### config.mk
export PLATFORM = sky130hd
export DESIGN_NAME = rtbm_ctrl
export DESIGN_NICKNAME = d
export VERILOG_FILES = /design/src/hdl/rtbm_pkg.sv /design/src/hdl/rtbm_ctrl.sv
export SDC_FILE = /design/constraint.sdc
export NUM_CORES = 1
export LEC_CHECK = 0
export BUFFER_PORTS_ARGS = -buffer_cell sky130_fd_sc_hd__buf_4
export CORE_MARGIN = 3
export CORE_UTILIZATION = 51
export CTS_CLUSTER_DIAMETER = 100
export DETAILED_ROUTE_END_ITERATION = 7
export GPL_TIMING_DRIVEN = 0
export HOLD_SLACK_MARGIN = 0.05
export PLACE_DENSITY = 0.89
export SLEW_MARGIN = 0
export SYNTH_ARGS = -nofsm -noshare
export SYNTH_HDL_FRONTEND = slang
export SYNTH_SLANG_ARGS = --single-unit
### constraint.sdc
create_clock -name clk -period 2.35 [get_ports clk]
set_input_delay 0.235 -clock clk [delete_from_list [all_inputs] [get_ports clk]]
set_output_delay 0.235 -clock clk [all_outputs]
set_load 0.05 [all_outputs]
### src/hdl/rtbm_pkg.sv
// ----------------------------------------------------------------------------
// rtbm_pkg
// shared constants, types and the cordic arctangent table for the
// radial table boundary mask
// ----------------------------------------------------------------------------
package rtbm_pkg;

  localparam int DEF_TABLE_DEPTH = 256;
  localparam int DEF_COUNT_WIDTH = 24;
  localparam int CORDIC_STEPS    = 30;

  localparam logic [2:0] REG_INNER_BOUND    = 3'd0;
  localparam logic [2:0] REG_OUTER_BOUND    = 3'd1;
  localparam logic [2:0] REG_ANGLE_STEP     = 3'd2;
  localparam logic [2:0] REG_INV_ANGLE_STEP = 3'd3;
  localparam logic [2:0] REG_INTERP_MODE    = 3'd4;

  localparam logic CMD_LOAD     = 1'b0;
  localparam logic CMD_CLASSIFY = 1'b1;

  localparam logic [1:0] ADD_B  = 2'd0;
  localparam logic [1:0] ADD_D0 = 2'd1;
  localparam logic [1:0] ADD_F0 = 2'd2;

  typedef struct packed {
    logic       latch;
    logic       load_wr;
    logic       check;
    logic       cordic_step;
    logic [4:0] cordic_idx;
    logic       pos_mul;
    logic       pos_cap;
    logic       rd;
    logic       rd_sel;
    logic       cap_f0;
    logic       cap_f1;
    logic       dmul0;
    logic       dmul1;
    logic       dcap;
    logic       lin_init;
    logic       coef;
    logic       hmul;
    logic       hadd;
    logic [1:0] hsel;
    logic       cmp;
    logic       finish;
  } rtbm_cmd_t;

  typedef struct packed {
    logic above_outer;
    logic below_inner;
    logic out_busy;
    logic cubic;
  } rtbm_status_t;

  function automatic logic signed [32:0] atan_entry(input logic [4:0] i);
    logic signed [32:0] v;
    unique case (i)
      5'd0:  v = 33'sh03243F6A8;
      5'd1:  v = 33'sh01DAC6705;
      5'd2:  v = 33'sh00FADBAFC;
      5'd3:  v = 33'sh007F56EA6;
      5'd4:  v = 33'sh003FEAB76;
      5'd5:  v = 33'sh001FFD55B;
      5'd6:  v = 33'sh000FFFAAA;
      5'd7:  v = 33'sh0007FFF55;
      5'd8:  v = 33'sh0003FFFEA;
      5'd9:  v = 33'sh0001FFFFD;
      5'd10: v = 33'sh0000FFFFF;
      5'd11: v = 33'sh00007FFFF;
      5'd12: v = 33'sh00003FFFF;
      5'd13: v = 33'sh00001FFFF;
      5'd14: v = 33'sh00000FFFF;
      5'd15: v = 33'sh000007FFF;
      5'd16: v = 33'sh000003FFF;
      5'd17: v = 33'sh000001FFF;
      5'd18: v = 33'sh000000FFF;
      5'd19: v = 33'sh0000007FF;
      5'd20: v = 33'sh0000003FF;
      5'd21: v = 33'sh0000001FF;
      5'd22: v = 33'sh0000000FF;
      5'd23: v = 33'sh00000007F;
      5'd24: v = 33'sh00000003F;
      5'd25: v = 33'sh00000001F;
      5'd26: v = 33'sh00000000F;
      5'd27: v = 33'sh000000008;
      5'd28: v = 33'sh000000004;
      5'd29: v = 33'sh000000002;
      default: v = '0;
    endcase
    return v;
  endfunction

endpackage

### src/hdl/rtbm_ctrl.sv
// ----------------------------------------------------------------------------
// rtbm_ctrl
// sequencer: table loads, bounds check, cordic iterations, table reads, horner steps
// ----------------------------------------------------------------------------
module rtbm_ctrl
  import rtbm_pkg::*;
(
  input  logic         clk,
  input  logic         rst,
  input  logic         in_valid,
  input  logic         in_cmd,
  output logic         in_ready,
  input  rtbm_status_t status,
  output rtbm_cmd_t    cmd
);

  localparam logic [4:0] S_IDLE  = 5'd0;
  localparam logic [4:0] S_LOAD  = 5'd1;
  localparam logic [4:0] S_CHECK = 5'd2;
  localparam logic [4:0] S_CORD  = 5'd3;
  localparam logic [4:0] S_PMUL  = 5'd4;
  localparam logic [4:0] S_PCAP  = 5'd5;
  localparam logic [4:0] S_RD0   = 5'd6;
  localparam logic [4:0] S_RD1   = 5'd7;
  localparam logic [4:0] S_RD2   = 5'd8;
  localparam logic [4:0] S_LIN   = 5'd9;
  localparam logic [4:0] S_DMUL0 = 5'd10;
  localparam logic [4:0] S_DMUL1 = 5'd11;
  localparam logic [4:0] S_DCAP  = 5'd12;
  localparam logic [4:0] S_COEF  = 5'd13;
  localparam logic [4:0] S_HMUL  = 5'd14;
  localparam logic [4:0] S_HADD  = 5'd15;
  localparam logic [4:0] S_CMP   = 5'd16;
  localparam logic [4:0] S_FIN   = 5'd17;

  localparam logic [4:0] LAST_STEP = 5'(CORDIC_STEPS - 1);

  logic [4:0] state, state_next;
  logic [4:0] step, step_next;
  logic [1:0] hstep, hstep_next;

  assign in_ready = (state == S_IDLE);

  always_comb begin
    state_next = state;
    step_next  = step;
    hstep_next = hstep;
    cmd        = '0;
    cmd.cordic_idx = step;
    cmd.hsel       = hstep;
    unique case (state)
      S_IDLE: begin
        if (in_valid) begin
          cmd.latch  = 1'b1;
          state_next = (in_cmd == CMD_LOAD) ? S_LOAD : S_CHECK;
        end
      end
      S_LOAD: begin
        cmd.load_wr = 1'b1;
        state_next  = S_IDLE;
      end
      S_CHECK: begin
        cmd.check = 1'b1;
        step_next = '0;
        if (status.above_outer || status.below_inner) begin
          state_next = S_FIN;
        end else begin
          state_next = S_CORD;
        end
      end
      S_CORD: begin
        cmd.cordic_step = 1'b1;
        step_next       = step + 5'd1;
        if (step == LAST_STEP) begin
          state_next = S_PMUL;
        end
      end
      S_PMUL: begin
        cmd.pos_mul = 1'b1;
        state_next  = S_PCAP;
      end
      S_PCAP: begin
        cmd.pos_cap = 1'b1;
        state_next  = S_RD0;
      end
      S_RD0: begin
        cmd.rd     = 1'b1;
        state_next = S_RD1;
      end
      S_RD1: begin
        cmd.rd     = 1'b1;
        cmd.rd_sel = 1'b1;
        cmd.cap_f0 = 1'b1;
        state_next = S_RD2;
      end
      S_RD2: begin
        cmd.cap_f1 = 1'b1;
        state_next = status.cubic ? S_DMUL0 : S_LIN;
      end
      S_LIN: begin
        cmd.lin_init = 1'b1;
        hstep_next   = ADD_F0;
        state_next   = S_HMUL;
      end
      S_DMUL0: begin
        cmd.dmul0  = 1'b1;
        state_next = S_DMUL1;
      end
      S_DMUL1: begin
        cmd.dmul1  = 1'b1;
        state_next = S_DCAP;
      end
      S_DCAP: begin
        cmd.dcap   = 1'b1;
        state_next = S_COEF;
      end
      S_COEF: begin
        cmd.coef   = 1'b1;
        hstep_next = ADD_B;
        state_next = S_HMUL;
      end
      S_HMUL: begin
        cmd.hmul   = 1'b1;
        state_next = S_HADD;
      end
      S_HADD: begin
        cmd.hadd = 1'b1;
        if (hstep == ADD_F0) begin
          state_next = S_CMP;
        end else begin
          hstep_next = hstep + 2'd1;
          state_next = S_HMUL;
        end
      end
      S_CMP: begin
        cmd.cmp    = 1'b1;
        state_next = S_FIN;
      end
      S_FIN: begin
        if (!status.out_busy) begin
          cmd.finish = 1'b1;
          state_next = S_IDLE;
        end
      end
      default: state_next = S_IDLE;
    endcase
  end

  always_ff @(posedge clk) begin
    if (rst) begin
      state <= S_IDLE;
      step  <= '0;
      hstep <= '0;
    end else begin
      state <= state_next;
      step  <= step_next;
      hstep <= hstep_next;
    end
  end

endmodule

==> results.json, run 1 <==
{
  "drive_above_1_share_pct": 31.71,
  "syn-num-nets": 138,
  "max_slew_margin_pct": 67.83,
  "slew_viol_final": 0,
  "area_growth_pct": 34.34,
  "synth_area_um2": 910.9,
  "required_ps": 2120,
  "clockRootBuffer": "clkbuf_4",
  "path_class": "reg2out",
  "port_buffers": 34,
  "cts_sinks": 12,
  "synth.distinct_cells": 41,
  "synthAdderAreaFrac_pct": 4.121,
  "power_density_nw_per_um2": 436.8,
  "place_ws_ps": 396.5,
  "internal_power_mw": 0.3375,
  "cts_buffer_depth": 2,
  "synth_ff_type": "dfxtp_1",
  "cts_tree": "built",
  "post-route-period-util_pct": 86.46,
  "clock_latency_ps": 270,
  "holdWs_ps": 241.6,
  "netlist.top_cell.by_area": "dfxtp_1",
  "diodes": 0,
  "num_io_pins": 35,
  "drc": 0,
  "holdCritPathClass": "in2reg",
  "switching_power_mw": 0.1970,
  "track_usage_pct": 25.04,
  "ys_ff_latch": 12,
  "ys.warnings.count": 0,
  "clk_pin_slew_ps": 70,
  "cts_buffers": 3,
  "critPathMaxFanout": 10,
  "synth_most_common_cell": "nor2_1",
  "power_frac_clock_pct": 22.5,
  "hold_path_depth": 3,
  "async_flop_share_pct": 0,
  "htree_levels": 1,
  "drt_iter0_drc": 56,
  "start_util_pct": 57.14,
  "yosys.area.top_type_share_pct": 26.37,
  "wl_mm": 2.657,
  "fp-row-count": 14,
  "synth_top_family_by_area": "simple AND/OR/NAND/NOR gates",
  "hpwlAfterDp_mm": 2.104,
  "synth_xor_area_share_pct": 0,
  "startpoint_type": "flip-flop",
  "setup_tns_ps": 0,
  "vias_per_cell": 5.835,
  "gr-total-overflow": 0,
  "fmax_ghz": 0.4921,
  "multi_input_area_um2": 579.3,
  "gp_congestion": 0.9051,
  "worst_slew_pin_slew_ps": 482.6,
  "grt_pass1_wl_mm": 4.140,
  "ff_latch_area_um2": 240.2,
  "r2r_cells": 6,
  "synthMuxAreaShare_pct": 0,
  "ys_top_cells_by_area": "dfxtp_1 (26%), nor2_1 (8.7%), a21oi_1 (6.6%), ha_1 (4.1%), nand3_1 (3.8%)",
  "fin_nets": 177,
  "nFillCells": 133,
  "wire_per_inst_um": 14.13,
  "clock_skew_ps": 1.506,
  "synth_compound_area_share_pct": 22.25,
  "firstDrtPassIters": 4,
  "antenna_found_initial": 0,
  "postCtsSetupBuffers": 0,
  "rsz0062_at_grt": "false",
  "design.core.area_um2": 1594,
  "grt_pass1_vias": 974,
  "crit_path_end_kind": "primary output",
  "synthSimpleGateAreaFrac_pct": 37.23,
  "grt_max_degree": 11,
  "outcome": "finished clean",
  "die_h_um": 48.26,
  "antenna_left": 0,
  "vias": 1097,
  "finalHoldViolations": 0,
  "setup_viol": 0,
  "synth-seq-area-share_pct": 26.37,
  "die_area_um2": 2329,
  "p_leak_nw": 0.5024,
  "die_w_um": 48.26,
  "syn_inst": 127,
  "seqPwrFrac_pct": 39.9,
  "synth_commonest_cells": "nor2_1 (21), a21oi_1 (12), dfxtp_1 (12)",
  "fin_ws_ps": 318.1,
  "synth-edff-count": 0,
  "max-vdd-ir-drop_v": 0.0004335,
  "period_needed_ps": 2032,
  "p_sw_share_pct": 36.85,
  "arrival_ps": 1800,
  "syn_area_per_cell_um2": 7.172,
  "power_frac_comb_pct": 37.6,
  "drv_cap": 0
}
-- cell type report --
cell class,instances,area share [%]
plain buffers,9,5.112
clock buffers,3,1.840
inverters,8,2.761
multi-input cells,98,47.34
flip-flops and latches,12,19.63
well taps,24,2.454
repair buffers,34,20.86
-- power groups by stage --
stage / combinational (mW) / sequential (mW) / clock [mW]
2_1_floorplan: 0.142 / 0.218 / 0
4_1_cts: 0.198 / 0.213 / 0.125
3_3_place_gp: 0.195 / 0.218 / 0
3_5_place_dp: 0.196 / 0.218 / 0
6_report: 0.201 / 0.213 / 0.120
5_1_grt: 0.216 / 0.214 / 0.134
-- path summary, 6_finish.rpt --
kind,from,to,slack (ps)
max reg2reg,state[4],step[3],700
min reg2reg,hstep[1],hstep[1],500
max,state[4],cmd[22],320
min,rst,state[1],240
-- registers in the layout, indices dropped and copies added, names as in the netlist --
name and count:
state 5, step 5, hstep 2
-- cells in the final DEF (no fill, tap or decap), drive strengths merged, types with 2 or more instances in the layout --
cell / synthesis / routed
o21ai: 4 / 4
dfxtp: 12 / 12
nand4: 2 / 2
buf: 5 / 39
nor3: 6 / 6
nor3b: 2 / 2
nor2: 22 / 22
nand3: 7 / 7
inv: 7 / 7
ha: 3 / 3
a311oi: 2 / 2
clkbuf: 4 / 7
nand2b: 2 / 2
a211oi: 3 / 3
a21oi: 13 / 13
a31oi: 3 / 3
a21o: 2 / 2
nand2: 7 / 7
nor4: 5 / 5
nor2b: 3 / 3
-- metal layers --
metal	vias to the layer above	GRT usage [%]	part of all wire, %
li1	532	-	-
met1	514	31.18	43
met2	49	41.93	51
met3	2	8.118	6.2
met4	0	5.376	0.34
met5	-	0	0
-- critical path: stages (launching register included) --
cell,delay [ps]
dfxtp_1,330
buf_6,140
or4b_4,560
nor2_1,250
buf_4,260
-- stage by stage --
stage | total power [mW] | area, µm² | std cells | util (%)
finish | 0.5346 | 1224 | 188 | 76.77
global route | 0.5635 | 1224 | 188 | 76.77
CTS | 0.5360 | 1219 | 188 | 76.45
detailed placement | 0.4142 | 1196 | 185 | 75.04
global placement | 0.4124 | 1196 | 185 | 75.04
floorplan | 0.3600 | 910.9 | 127 | -
-- logic make-up after synthesis --
family / count (synthesis)
and+or+nand+nor: 63
AOI/OAI and AO/OA: 32
buffers and inverters: 17
DFF: 12
adders and majority gates: 3
-- timing repair --
action                                  in CTS  in global routing
endpoints found under the setup margin       0                  1
resized for setup                            0                  3
hold buffers                                 0                  0
No activity file was read; power rests on OpenSTA's default activity.
==> inputs of run 2 (changes only) <==
Settings changed: CORE_MARGIN 3 to 2.
==> run 2 against run 1 <==
Register-to-register slack hardly changed. Critical path type unchanged. Clock power is 37% higher. Clock skew is 2.2 ps higher. Cell count is 1.1% higher.
==> results.json, run 2 (synthesis results as in run 1) <==
{
  "area_growth_pct": 35.99,
  "die_h_um": 46.26,
  "stdcell_area_um2": 1239,
  "track_usage_pct": 22.02,
  "antenna_found_initial": 0,
  "fin_nets": 177,
  "wl_met2_mm": 1.192,
  "vias_per_cell": 5.763,
  "startpoint": "state[4]",
  "post-route-period-util_pct": 88.27,
  "cts_buffer_depth": 2,
  "fin_ws_ps": 275.6,
  "die_w_um": 46.26,
  "num_io_pins": 35,
  "clock_skew_ps": 3.737,
  "holdCritPathClass": "in2reg",
  "max_stage_delay_ps": 560,
  "routed.top_layer": "met4",
  "clockRootBuffer": "clkbuf_4",
  "setup_tns_ps": 0,
  "outcome": "finished clean",
  "worst_slew_pin_slew_ps": 466.9,
  "cts_buffers": 3,
  "worstPathCellList": "buf_6, or4b_4, nor2_1, buf_4",
  "diodes": 0,
  "cp.buffers_inverters": 2,
  "rr_endpoint": "step[3]",
  "grt_max_degree": 11,
  "drc": 0,
  "gp_congestion": 0.8910,
  "reg2reg_from": "state[4]",
  "min-delay-start": "rst",
  "p_total_mw": 0.5761,
  "p_sw_share_pct": 35.36,
  "wl_met1_um": 966,
  "start_util_pct": 53.33,
  "hold_path_depth": 3,
  "gr-total-overflow": 0,
  "hold_buffers": 0,
  "internal_power_mw": 0.3724,
  "wire_per_inst_um": 12.68,
  "clock_latency_ps": 280,
  "fmax_ghz": 0.4821,
  "switching_power_mw": 0.2037,
  "clk_pin_slew_ps": 70,
  "finalHoldViolations": 0,
  "p_leak_nw": 0.5096,
  "rrSetupSlack_ps": 690,
  "path_class": "reg2out",
  "hpwlAfterDp_mm": 1.863,
  "antenna_left": 0,
  "required_ps": 2120,
  "max-vdd-ir-drop_v": 0.0003151,
  "nFillCells": 154,
  "drt_iter0_drc": 39,
  "fin_cells": 190,
  "slew_viol_final": 0,
  "port_buffers": 34,
  "grt_pass1_vias": 838,
  "post-route-util_pct": 72.53,
  "critPathMaxFanout": 10,
  "max_slew_margin_pct": 68.88,
  "wl_met3_um": 216,
  "cp_slowest_cell": "or4b_4",
  "arrival_ps": 1840,
  "design.core.area_um2": 1708,
  "place_ws_ps": 405.4,
  "htree_levels": 1,
  "power_frac_comb_pct": 34.6,
  "crit_path_end_kind": "primary output",
  "largest_registers": "state (5), step (5), hstep (2)",
  "power_frac_clock_pct": 28.5,
  "rsz0062_at_grt": "false",
  "final_cell_mix": "buf_4 (35), nor2_1 (21), a21oi_1 (12), dfxtp_1 (12)",
  "min_to": "state[2]",
  "period_needed_ps": 2074,
  "drv_cap": 0,
  "power_density_nw_per_um2": 465.1,
  "setup_viol": 0,
  "wl_mm": 2.409,
  "drive_above_1_share_pct": 32.12,
  "firstDrtPassIters": 4,
  "holdWs_ps": 234.9,
  "cp_top_family": "simple AND/OR/NAND/NOR gates",
  "vias": 1095,
  "mostFrequentLayoutCell": "buf_4",
  "r2r_cells": 6,
  "cts_sinks": 12,
  "fp-row-count": 15,
  "startpoint_type": "flip-flop",
  "cts_tree": "built",
  "grt_pass1_wl_mm": 3.436,
  "place_inst": 186,
  "dpl_cell_area_um2": 1197,
  "seqPwrFrac_pct": 37.0,
  "die_area_um2": 2140
}
## run 2: cell count changes in the layout (fill, tap and decap cells not counted)
cell      change
clkbuf_8      +1
## run 2: worst reg2reg max path, stage by stage, from the launching register on
cell and delay [ps]:
dfxtp_1 330, buf_6 140, or4b_4 560, buf_6 170
a21o_1 150, a21oi_1 140, nor2_1 50
## run 2: cell type report
class                   count  area (µm²)  area share, %
clock buffers               4       36.28          2.929
well taps                  25       31.28          2.525
inverters                   8       33.78          2.727
plain buffers               9       62.56          5.050
flip-flops and latches     12       240.2          19.39
multi-input cells          98       579.3          46.77
repair buffers             34       255.2          20.61
## run 2: how the worst max path moves through the flow
stage                     depth (start not counted)  endpoint
after floorplan                                   5   cmd[25]
after global placement                            6   cmd[25]
after detailed placement                          6   cmd[25]
after CTS                                         6   cmd[25]
after global routing                              4   cmd[22]
final                                             4   cmd[22]
## run 2: repair_timing
| action | 4_1_cts | 5_1_grt |
|---|---|---|
| setup buffers | 0 | 0 |
| endpoints found under the setup margin | 0 | 1 |
| resized for setup | 0 | 3 |
## run 2: metal layers
| metal | global-route usage (%) | up-vias |
|---|---|---|
| li1 | - | 534 |
| met1 | 26.65 | 491 |
| met2 | 38.61 | 65 |
| met3 | 2.353 | 5 |
| met4 | 9.714 | 0 |
| met5 | 0 | - |
## run 2: power by group through the flow
| stage | registers, mW | logic [mW] | clock network [mW] |
|---|---|---|---|
| 2_1_floorplan | 0.218 | 0.142 | 0 |
| 3_3_place_gp | 0.217 | 0.193 | 0 |
| 3_5_place_dp | 0.218 | 0.195 | 0 |
| 4_1_cts | 0.213 | 0.196 | 0.168 |
| 5_1_grt | 0.214 | 0.211 | 0.177 |
| 6_report | 0.213 | 0.199 | 0.164 |
